==> config.mk <==
export PLATFORM = sky130hd
export DESIGN_NAME = ordered_list_insert_remove_core_flat
export DESIGN_NICKNAME = d
export VERILOG_FILES = /design/src/hw/rtl/olir_pkg.sv /design/src/hw/rtl/olir_if.sv /design/src/hw/rtl/olir_cell.sv /design/src/hw/rtl/ordered_list_insert_remove_core.sv /design/src/flat_wrapper.sv
export VERILOG_INCLUDE_DIRS = /design/src /design/src/hw/rtl
export SDC_FILE = /design/constraint.sdc
export NUM_CORES = 1
export LEC_CHECK = 0
export BUFFER_PORTS_ARGS = -buffer_cell sky130_fd_sc_hd__buf_4
export CAP_MARGIN = 5
export CORE_ASPECT_RATIO = 0.5
export CORE_MARGIN = 2
export CORE_UTILIZATION = 55
export CTS_CLUSTER_SIZE = 20
export DETAILED_ROUTE_END_ITERATION = 7
export GPL_TIMING_DRIVEN = 0
export PLACE_DENSITY = 0.72
export SLEW_MARGIN = 20
export SYNTH_ARGS = -nofsm -noshare
export SYNTH_HDL_FRONTEND = slang
export SYNTH_SLANG_ARGS = --single-unit
export TNS_END_PERCENT = 50
==> constraint.sdc <==
create_clock -name clock -period 14.02 [get_ports clock]
set_clock_uncertainty 0.15 [all_clocks]
set_input_delay 1.402 -clock clock [delete_from_list [all_inputs] [get_ports clock]]
set_output_delay 1.402 -clock clock [all_outputs]
set_load 0.02 [all_outputs]
==> src/hw/rtl/ordered_list_insert_remove_core_macros.svh <==
// assertion helpers for the core rtl file
`ifndef ORDERED_LIST_INSERT_REMOVE_CORE_MACROS_SVH
`define ORDERED_LIST_INSERT_REMOVE_CORE_MACROS_SVH

// same-cycle implication, quiet during reset
`define OLIR_ASSERT_SAME(label, clk, rst, ante, cons) \
   label: assert property (@(posedge clk) disable iff (rst) (ante) |-> (cons)) \
      else $error("olir same-cycle check failed");

// next-cycle implication, quiet during reset
`define OLIR_ASSERT_NEXT(label, clk, rst, ante, cons) \
   label: assert property (@(posedge clk) disable iff (rst) (ante) |=> (cons)) \
      else $error("olir next-cycle check failed");

`endif

==> src/hw/rtl/olir_pkg.sv <==
`timescale 1ns / 1ps

package olir_pkg;

   // list geometry
   localparam int CAPACITY = 16;
   localparam int IDX_W    = $clog2(CAPACITY);

   // field widths
   localparam int OP_W  = 2;
   localparam int VAL_W = 32;
   localparam int POS_W = 5;
   localparam int ST_W  = 2;
   localparam int CNT_W = 5;

   // operation codes
   localparam logic [OP_W-1:0] OP_APPEND = 2'd0;
   localparam logic [OP_W-1:0] OP_INSERT = 2'd1;
   localparam logic [OP_W-1:0] OP_POP    = 2'd2;
   localparam logic [OP_W-1:0] OP_REMOVE = 2'd3;

   // status codes
   localparam logic [ST_W-1:0] ST_OK    = 2'd0;
   localparam logic [ST_W-1:0] ST_FULL  = 2'd1;
   localparam logic [ST_W-1:0] ST_EMPTY = 2'd2;
   localparam logic [ST_W-1:0] ST_RANGE = 2'd3;

   // command broadcast to every cell
   typedef struct packed {
      logic                    insert;
      logic                    remove;
      logic [IDX_W-1:0]        at;
      logic signed [VAL_W-1:0] value;
   } cell_cmd_type;

endpackage

==> src/hw/rtl/olir_if.sv <==
`timescale 1ns / 1ps

// request channel
interface olir_req_if;
   logic                              valid;
   logic                              ready;
   logic [olir_pkg::OP_W-1:0]         op;
   logic signed [olir_pkg::VAL_W-1:0] value;
   logic [olir_pkg::POS_W-1:0]        position;

   modport source (output valid, op, value, position, input ready);
   modport sink (input valid, op, value, position, output ready);
endinterface

// response channel
interface olir_rsp_if;
   logic                              valid;
   logic                              ready;
   logic signed [olir_pkg::VAL_W-1:0] popped_value;
   logic [olir_pkg::ST_W-1:0]         status;
   logic [olir_pkg::CNT_W-1:0]        count;

   modport source (output valid, popped_value, status, count, input ready);
   modport sink (input valid, popped_value, status, count, output ready);
endinterface

==> src/hw/rtl/olir_cell.sv <==
`timescale 1ns / 1ps

module olir_cell (
   input  logic                              clock,
   input  olir_pkg::cell_cmd_type            cmd,
   input  logic [olir_pkg::IDX_W-1:0]        my_index,
   input  logic signed [olir_pkg::VAL_W-1:0] lower_slot,
   input  logic signed [olir_pkg::VAL_W-1:0] upper_slot,
   output logic signed [olir_pkg::VAL_W-1:0] slot
);

   logic signed [olir_pkg::VAL_W-1:0] slot_ff;
   logic signed [olir_pkg::VAL_W-1:0] slot_in;

   // load, shift up, shift down or hold
   always_comb begin
      slot_in = slot_ff;
      if (cmd.insert) begin
         if (my_index == cmd.at) begin
            slot_in = cmd.value;
         end else if (my_index > cmd.at) begin
            slot_in = lower_slot;
         end
      end else if (cmd.remove && (my_index >= cmd.at)) begin
         slot_in = upper_slot;
      end
   end

   always_ff @(posedge clock) begin
      slot_ff <= slot_in;
   end

   assign slot = slot_ff;

endmodule

==> src/hw/rtl/ordered_list_insert_remove_core.sv <==
// ordered list of up to 16 signed 32-bit entries held in a row of slot cells
// the response beat is registered and valid in the cycle after its request beat is accepted
// throughput: 1 beat per cycle while responses are taken; all cells shift, load or hold in the same cycle
// the response register frees when its beat is taken, so a new request can be accepted in that same cycle
// reset: synchronous, clears the entry count and the response valid; slots are not cleared
`timescale 1ns / 1ps

`include "ordered_list_insert_remove_core_macros.svh"

module ordered_list_insert_remove_core (
   input logic        clock,
   input logic        reset,
   olir_req_if.sink   req_chan,
   olir_rsp_if.source rsp_chan
);

   logic                              accept;
   logic [olir_pkg::CNT_W-1:0]        count_ff;
   logic [olir_pkg::CNT_W-1:0]        count_in;
   logic [olir_pkg::CNT_W-1:0]        cap_count;
   logic                              rsp_valid_ff;
   logic                              rsp_valid_in;
   logic signed [olir_pkg::VAL_W-1:0] rsp_popped_ff;
   logic [olir_pkg::ST_W-1:0]         rsp_status_ff;
   logic [olir_pkg::CNT_W-1:0]        rsp_count_ff;
   logic [olir_pkg::ST_W-1:0]         status;
   logic                              refused;
   logic signed [olir_pkg::VAL_W-1:0] popped;
   logic                              do_insert;
   logic                              do_remove;
   logic [olir_pkg::IDX_W-1:0]        at;
   logic                              is_full;
   logic                              is_empty;
   olir_pkg::cell_cmd_type            cmd;
   logic signed [olir_pkg::VAL_W-1:0] slot_bus [olir_pkg::CAPACITY];

   // output register frees when taken
   assign req_chan.ready = !rsp_valid_ff || rsp_chan.ready;
   assign accept         = req_chan.valid && req_chan.ready;

   assign cap_count = olir_pkg::CNT_W'(olir_pkg::CAPACITY);
   assign is_full   = (count_ff == cap_count);
   assign is_empty  = (count_ff == '0);

   // decode the operation and check it against the count
   always_comb begin
      status    = olir_pkg::ST_OK;
      popped    = '0;
      do_insert = 1'b0;
      do_remove = 1'b0;
      at        = req_chan.position[olir_pkg::IDX_W-1:0];
      case (req_chan.op)
         olir_pkg::OP_APPEND: begin
            at = count_ff[olir_pkg::IDX_W-1:0];
            if (is_full) begin
               status = olir_pkg::ST_FULL;
            end else begin
               do_insert = 1'b1;
            end
         end
         olir_pkg::OP_INSERT: begin
            if (is_full) begin
               status = olir_pkg::ST_FULL;
            end else if (req_chan.position > count_ff) begin
               status = olir_pkg::ST_RANGE;
            end else begin
               do_insert = 1'b1;
            end
         end
         olir_pkg::OP_POP: begin
            at = '0;
            if (is_empty) begin
               status = olir_pkg::ST_EMPTY;
            end else begin
               do_remove = 1'b1;
               popped    = slot_bus[0];
            end
         end
         olir_pkg::OP_REMOVE: begin
            if (is_empty) begin
               status = olir_pkg::ST_EMPTY;
            end else if (req_chan.position >= count_ff) begin
               status = olir_pkg::ST_RANGE;
            end else begin
               do_remove = 1'b1;
            end
         end
         default: begin
            status = olir_pkg::ST_OK;
         end
      endcase
   end

   assign refused = accept && (status != olir_pkg::ST_OK);

   // command to the cell row, only on an accepted beat
   always_comb begin
      cmd.insert = accept && do_insert;
      cmd.remove = accept && do_remove;
      cmd.at     = at;
      cmd.value  = req_chan.value;
   end

   // entry count
   always_comb begin
      count_in = count_ff;
      if (cmd.insert) begin
         count_in = count_ff + olir_pkg::CNT_W'(1);
      end else if (cmd.remove) begin
         count_in = count_ff - olir_pkg::CNT_W'(1);
      end
   end

   always_ff @(posedge clock) begin
      if (reset) begin
         count_ff <= '0;
      end else begin
         count_ff <= count_in;
      end
   end

   // row of slot cells, each fed by its neighbors
   for (genvar i = 0; i < olir_pkg::CAPACITY; i++) begin : g_cell
      logic signed [olir_pkg::VAL_W-1:0] lower;
      logic signed [olir_pkg::VAL_W-1:0] upper;

      if (i == 0) begin : g_first
         assign lower = '0;
      end else begin : g_inner_lo
         assign lower = slot_bus[i-1];
      end

      if (i == olir_pkg::CAPACITY - 1) begin : g_last
         assign upper = '0;
      end else begin : g_inner_hi
         assign upper = slot_bus[i+1];
      end

      olir_cell u_cell (
         .clock      (clock),
         .cmd        (cmd),
         .my_index   (olir_pkg::IDX_W'(i)),
         .lower_slot (lower),
         .upper_slot (upper),
         .slot       (slot_bus[i])
      );
   end

   // response register
   always_comb begin
      rsp_valid_in = rsp_valid_ff;
      if (accept) begin
         rsp_valid_in = 1'b1;
      end else if (rsp_chan.ready) begin
         rsp_valid_in = 1'b0;
      end
   end

   always_ff @(posedge clock) begin
      if (reset) begin
         rsp_valid_ff <= 1'b0;
      end else begin
         rsp_valid_ff <= rsp_valid_in;
      end
   end

   always_ff @(posedge clock) begin
      if (accept) begin
         rsp_popped_ff <= popped;
         rsp_status_ff <= status;
         rsp_count_ff  <= count_in;
      end
   end

   assign rsp_chan.valid        = rsp_valid_ff;
   assign rsp_chan.popped_value = rsp_popped_ff;
   assign rsp_chan.status       = rsp_status_ff;
   assign rsp_chan.count        = rsp_count_ff;

   // checks
   `OLIR_ASSERT_SAME(a_count_bound, clock, reset, 1'b1, count_ff <= cap_count)
   `OLIR_ASSERT_NEXT(a_count_idle, clock, reset, !accept, $stable(count_ff))
   `OLIR_ASSERT_NEXT(a_refused_holds, clock, reset, refused, $stable(count_ff))
   `OLIR_ASSERT_NEXT(a_rsp_count, clock, reset, accept, rsp_valid_ff && (rsp_count_ff == count_ff))

endmodule
==> src/flat_wrapper.sv <==
// flat-port wrapper written by rule: the top's interface ports become plain ports
module ordered_list_insert_remove_core_flat 
  (clock, reset, req_chan_valid, req_chan_op, req_chan_value, req_chan_position, req_chan_ready, rsp_chan_valid, rsp_chan_popped_value, rsp_chan_status, rsp_chan_count, rsp_chan_ready);
  olir_req_if req_chan_i ();
  olir_rsp_if rsp_chan_i ();
  input logic clock;
  input logic reset;
  input wire logic [$bits(req_chan_i.valid)-1:0] req_chan_valid;
  input wire logic [$bits(req_chan_i.op)-1:0] req_chan_op;
  input wire logic [$bits(req_chan_i.value)-1:0] req_chan_value;
  input wire logic [$bits(req_chan_i.position)-1:0] req_chan_position;
  output wire logic [$bits(req_chan_i.ready)-1:0] req_chan_ready;
  output wire logic [$bits(rsp_chan_i.valid)-1:0] rsp_chan_valid;
  output wire logic [$bits(rsp_chan_i.popped_value)-1:0] rsp_chan_popped_value;
  output wire logic [$bits(rsp_chan_i.status)-1:0] rsp_chan_status;
  output wire logic [$bits(rsp_chan_i.count)-1:0] rsp_chan_count;
  input wire logic [$bits(rsp_chan_i.ready)-1:0] rsp_chan_ready;
  assign req_chan_i.valid = req_chan_valid;
  assign req_chan_i.op = req_chan_op;
  assign req_chan_i.value = req_chan_value;
  assign req_chan_i.position = req_chan_position;
  assign req_chan_ready = req_chan_i.ready;
  assign rsp_chan_valid = rsp_chan_i.valid;
  assign rsp_chan_popped_value = rsp_chan_i.popped_value;
  assign rsp_chan_status = rsp_chan_i.status;
  assign rsp_chan_count = rsp_chan_i.count;
  assign rsp_chan_i.ready = rsp_chan_ready;
  ordered_list_insert_remove_core u_core (.clock(clock), .reset(reset), .req_chan(req_chan_i), .rsp_chan(rsp_chan_i));
endmodule
==> flow_summary.yaml <==
yosys:
  synth_seq_area_share_pct: 59.5
  synth_edf_count: 551
  async_flop_share_pct: 0
  synth_area_leaders: "edfxtp_1, mux2i_1, nand2_1"
  synth_seq_cells: 557
  syn_area_sq_um: 28000
  yosysTopAreaCell: "edfxtp_1"
  synth_cell_types: 50
  synth_nets: 2516
  yosys_warnings: 0
  synth.avg_cell_area_sq_um: 11.4
  synth_ff_type: "edfxtp_1"
  syn_inst: 2465
  synth_top_area_share_pct: 59.1
clock_network:
  cts_resized: 0
  cts_setup_buffers: 0
  cts_tree: "yes"
  htreeDepth: 2
  cts_sinks: 557
  hold_buffers: 0
  clockBufferDepth: 3
  cts_buffers: 51
  clkLatencyLatePin_ps: 590
  path_clk_slew_ps: 60
  root_buffer: "clkbuf_16"
placement:
  dp_hpwl_mm: 61.1
  gp_congestion: 0.924
  placed_area_sq_um: 30000
  portBuffers: 82
  dp.cells: 3257
worst_setup_path:
  reg2reg_from: "u_core.count_ff[0]"
  crit_path_start_kind: "input pin"
  r2r_cells: 8
  criticalPathCategory: "in2reg"
  critPathRequiredTime_ps: 13870
  arrival_ps: 4630
  endpoint_kind: "register"
  crit_path_max_fanout: 32
  rrSetupSlack_ps: 9420
  reg2reg_to: "u_core.g_cell[7].u_cell.slot[12]"
sta:
  post-route-period-util_pct: 34.1
  period_needed_ps: 4780
  fmax_mhz: 209
  worst_pin_slew_ps: 1060
  tns_ps: 0
  maxSlewHeadroom_pct: 28.9
  slew_violations: 0
  hold_slack_ps: 380
  finalHoldViolations: 0
  rsz0062_at_grt: "false"
  setup_viol: 0
min_path:
  hp-class: "reg2reg"
  hold_end: "u_core.g_cell[14].u_cell.slot[6]"
  whs_path_depth: 2
  worstHoldStart: "u_core.g_cell[15].u_cell.slot[6]"
floorplanning:
  die-area_sq_um: 52900
  ios: 84
  dieWidth_microns: 323
  rows: 58
  die_h_microns: 164
  core-area_sq_um: 50300
  initial_core_util_pct: 55.7
detailed_routing:
  antenna_left: 0
  drt-total-wl_mm: 76.9
  drc: 0
  post_drt_wl_per_cell_microns: 22.9
  first_iter_violations: 2715
  drt-vias-per-instance: 5.91
  via_count: 19804
  drt_pre_antenna_iters: 8
global_routing:
  grt_overflow: 0
  grt_pass1_vias: 18400
  grt_antenna_before_repair: 2
  grtUsageTotal_pct: 28.9
  grt_start_max_net_pins: 33
  grt_pass1_wl_mm: 113
pwr:
  cellPowerDensity_nw_per_um2: 131
  finalPower_uw: 4160
  leakagePower_uw: 0.0129
  max-vdd-ir-drop_uv: 92.4
cells_and_area:
  final_common_cell: "nand2_1"
  nNetsFinal: 2671
  layout-drive-gt1-share_pct: 12.6
  final_cell_mix: "nand2_1, edfxtp_1, mux2i_1"
  final_cells: 3353
  area_growth_pct: 13.4
  final_area_sq_um: 31800
job:
  maxCapViolCount: 0
run_status:
  status: "finished, final reports clean"
[report_power, final]
group | internal, uW | switching, uW
Sequential | 2010 | 69.4
Combinational | 202 | 395
Clock | 837 | 641
[worst max-delay path by stage]
stage                                     from                               end  slack [ps]  depth (start not counted)
after global routing        u_core.count_ff[0]   u_core.g_cell[7].u_cell.slot[0]        9140                          8
after detailed placement  req_chan_position[3]  u_core.g_cell[15].u_cell.slot[7]        8760                          8
after CTS                 req_chan_position[3]  u_core.g_cell[15].u_cell.slot[7]        9360                          8
after floorplan           req_chan_position[1]   u_core.g_cell[2].u_cell.slot[0]        8410                          7
after global placement    req_chan_position[1]   u_core.g_cell[2].u_cell.slot[7]        6780                          8
final                     req_chan_position[4]  u_core.g_cell[7].u_cell.slot[12]        9240                          8
[registers in the layout, indices dropped and copies added (netlist names)]
register,count
u_core.rsp_chan.count,5
u_core.g_cell.u_cell.slot,512
u_core.rsp_chan.status,2
u_core.rsp_chan.popped_value,32
u_core.count_ff,5
u_core.rsp_chan.valid,1
[kinds of logic after synthesis]
logic type	after synthesis	share of synthesized area [%]
AND/OR/NAND/NOR	716	10.6
flip-flops	557	59.5
buffers and inverters	215	3.68
adder cells (fa/ha/maj)	8	0.357
AO/OA/AOI/OAI	513	9.58
multiplexers	452	16.2
XOR/XNOR	4	0.125
[Yosys cell counts (2+ instances only)]
cell and count:
nand2_1 586, edfxtp_1 551, mux2i_1 449, o21ai_1 436, buf_2 91, clkbuf_1 90
a21oi_1 43, nand3_1 36, and2_1 32, nor2_1 28, o21ai_0 14, buf_4 13
inv_1 11, ha_1 8, buf_6 6, dfxtp_1 6, nor3_4 6, nor2b_1 5
nor3_1 5, clkbuf_4 4, nand2b_1 4, xnor2_1 4, and3_1 3, a22oi_2 2
a32oi_1 2, mux2_2 2, nand2_2 2, nor2_2 2, o21a_1 2, o31ai_1 2
[routing by layer]
metal	part of all wire, %	GRT usage, %	vias to the layer above
met5	0	0	-
met4	1.1	4.29	0
met3	13	7.92	71
met2	39	38.9	1110
met1	47	46.9	9409
li1	-	-	9214
[worst max-delay path, cell delays in order]
cell,delay [ps]
buf_4,110
ha_1,300
and3_1,190
and3_1,260
a21oi_1,120
o21bai_1,780
or2_1,490
clkinv_1,960
[stage by stage]
stage | worst slack, ps | util, %
detailed placement | 8760 | 59.7
finish | 9240 | 63.2
floorplan | 8410 | -
global placement | 6780 | 58.6
CTS | 9360 | 63.2
global route | 9140 | 63.2
[final cells by class]
cell class,count,area (sq um)
inverter,11,41.3
tap,690,863
clock inverter,37,435
multi-input combinational,1693,10500
timing repair buffer,102,1010
sequential,557,16700
antenna,1,2.50
fill,4020,18500
clock buffer,58,1300
buffer,204,990
(Power assumes the default switching activity.)
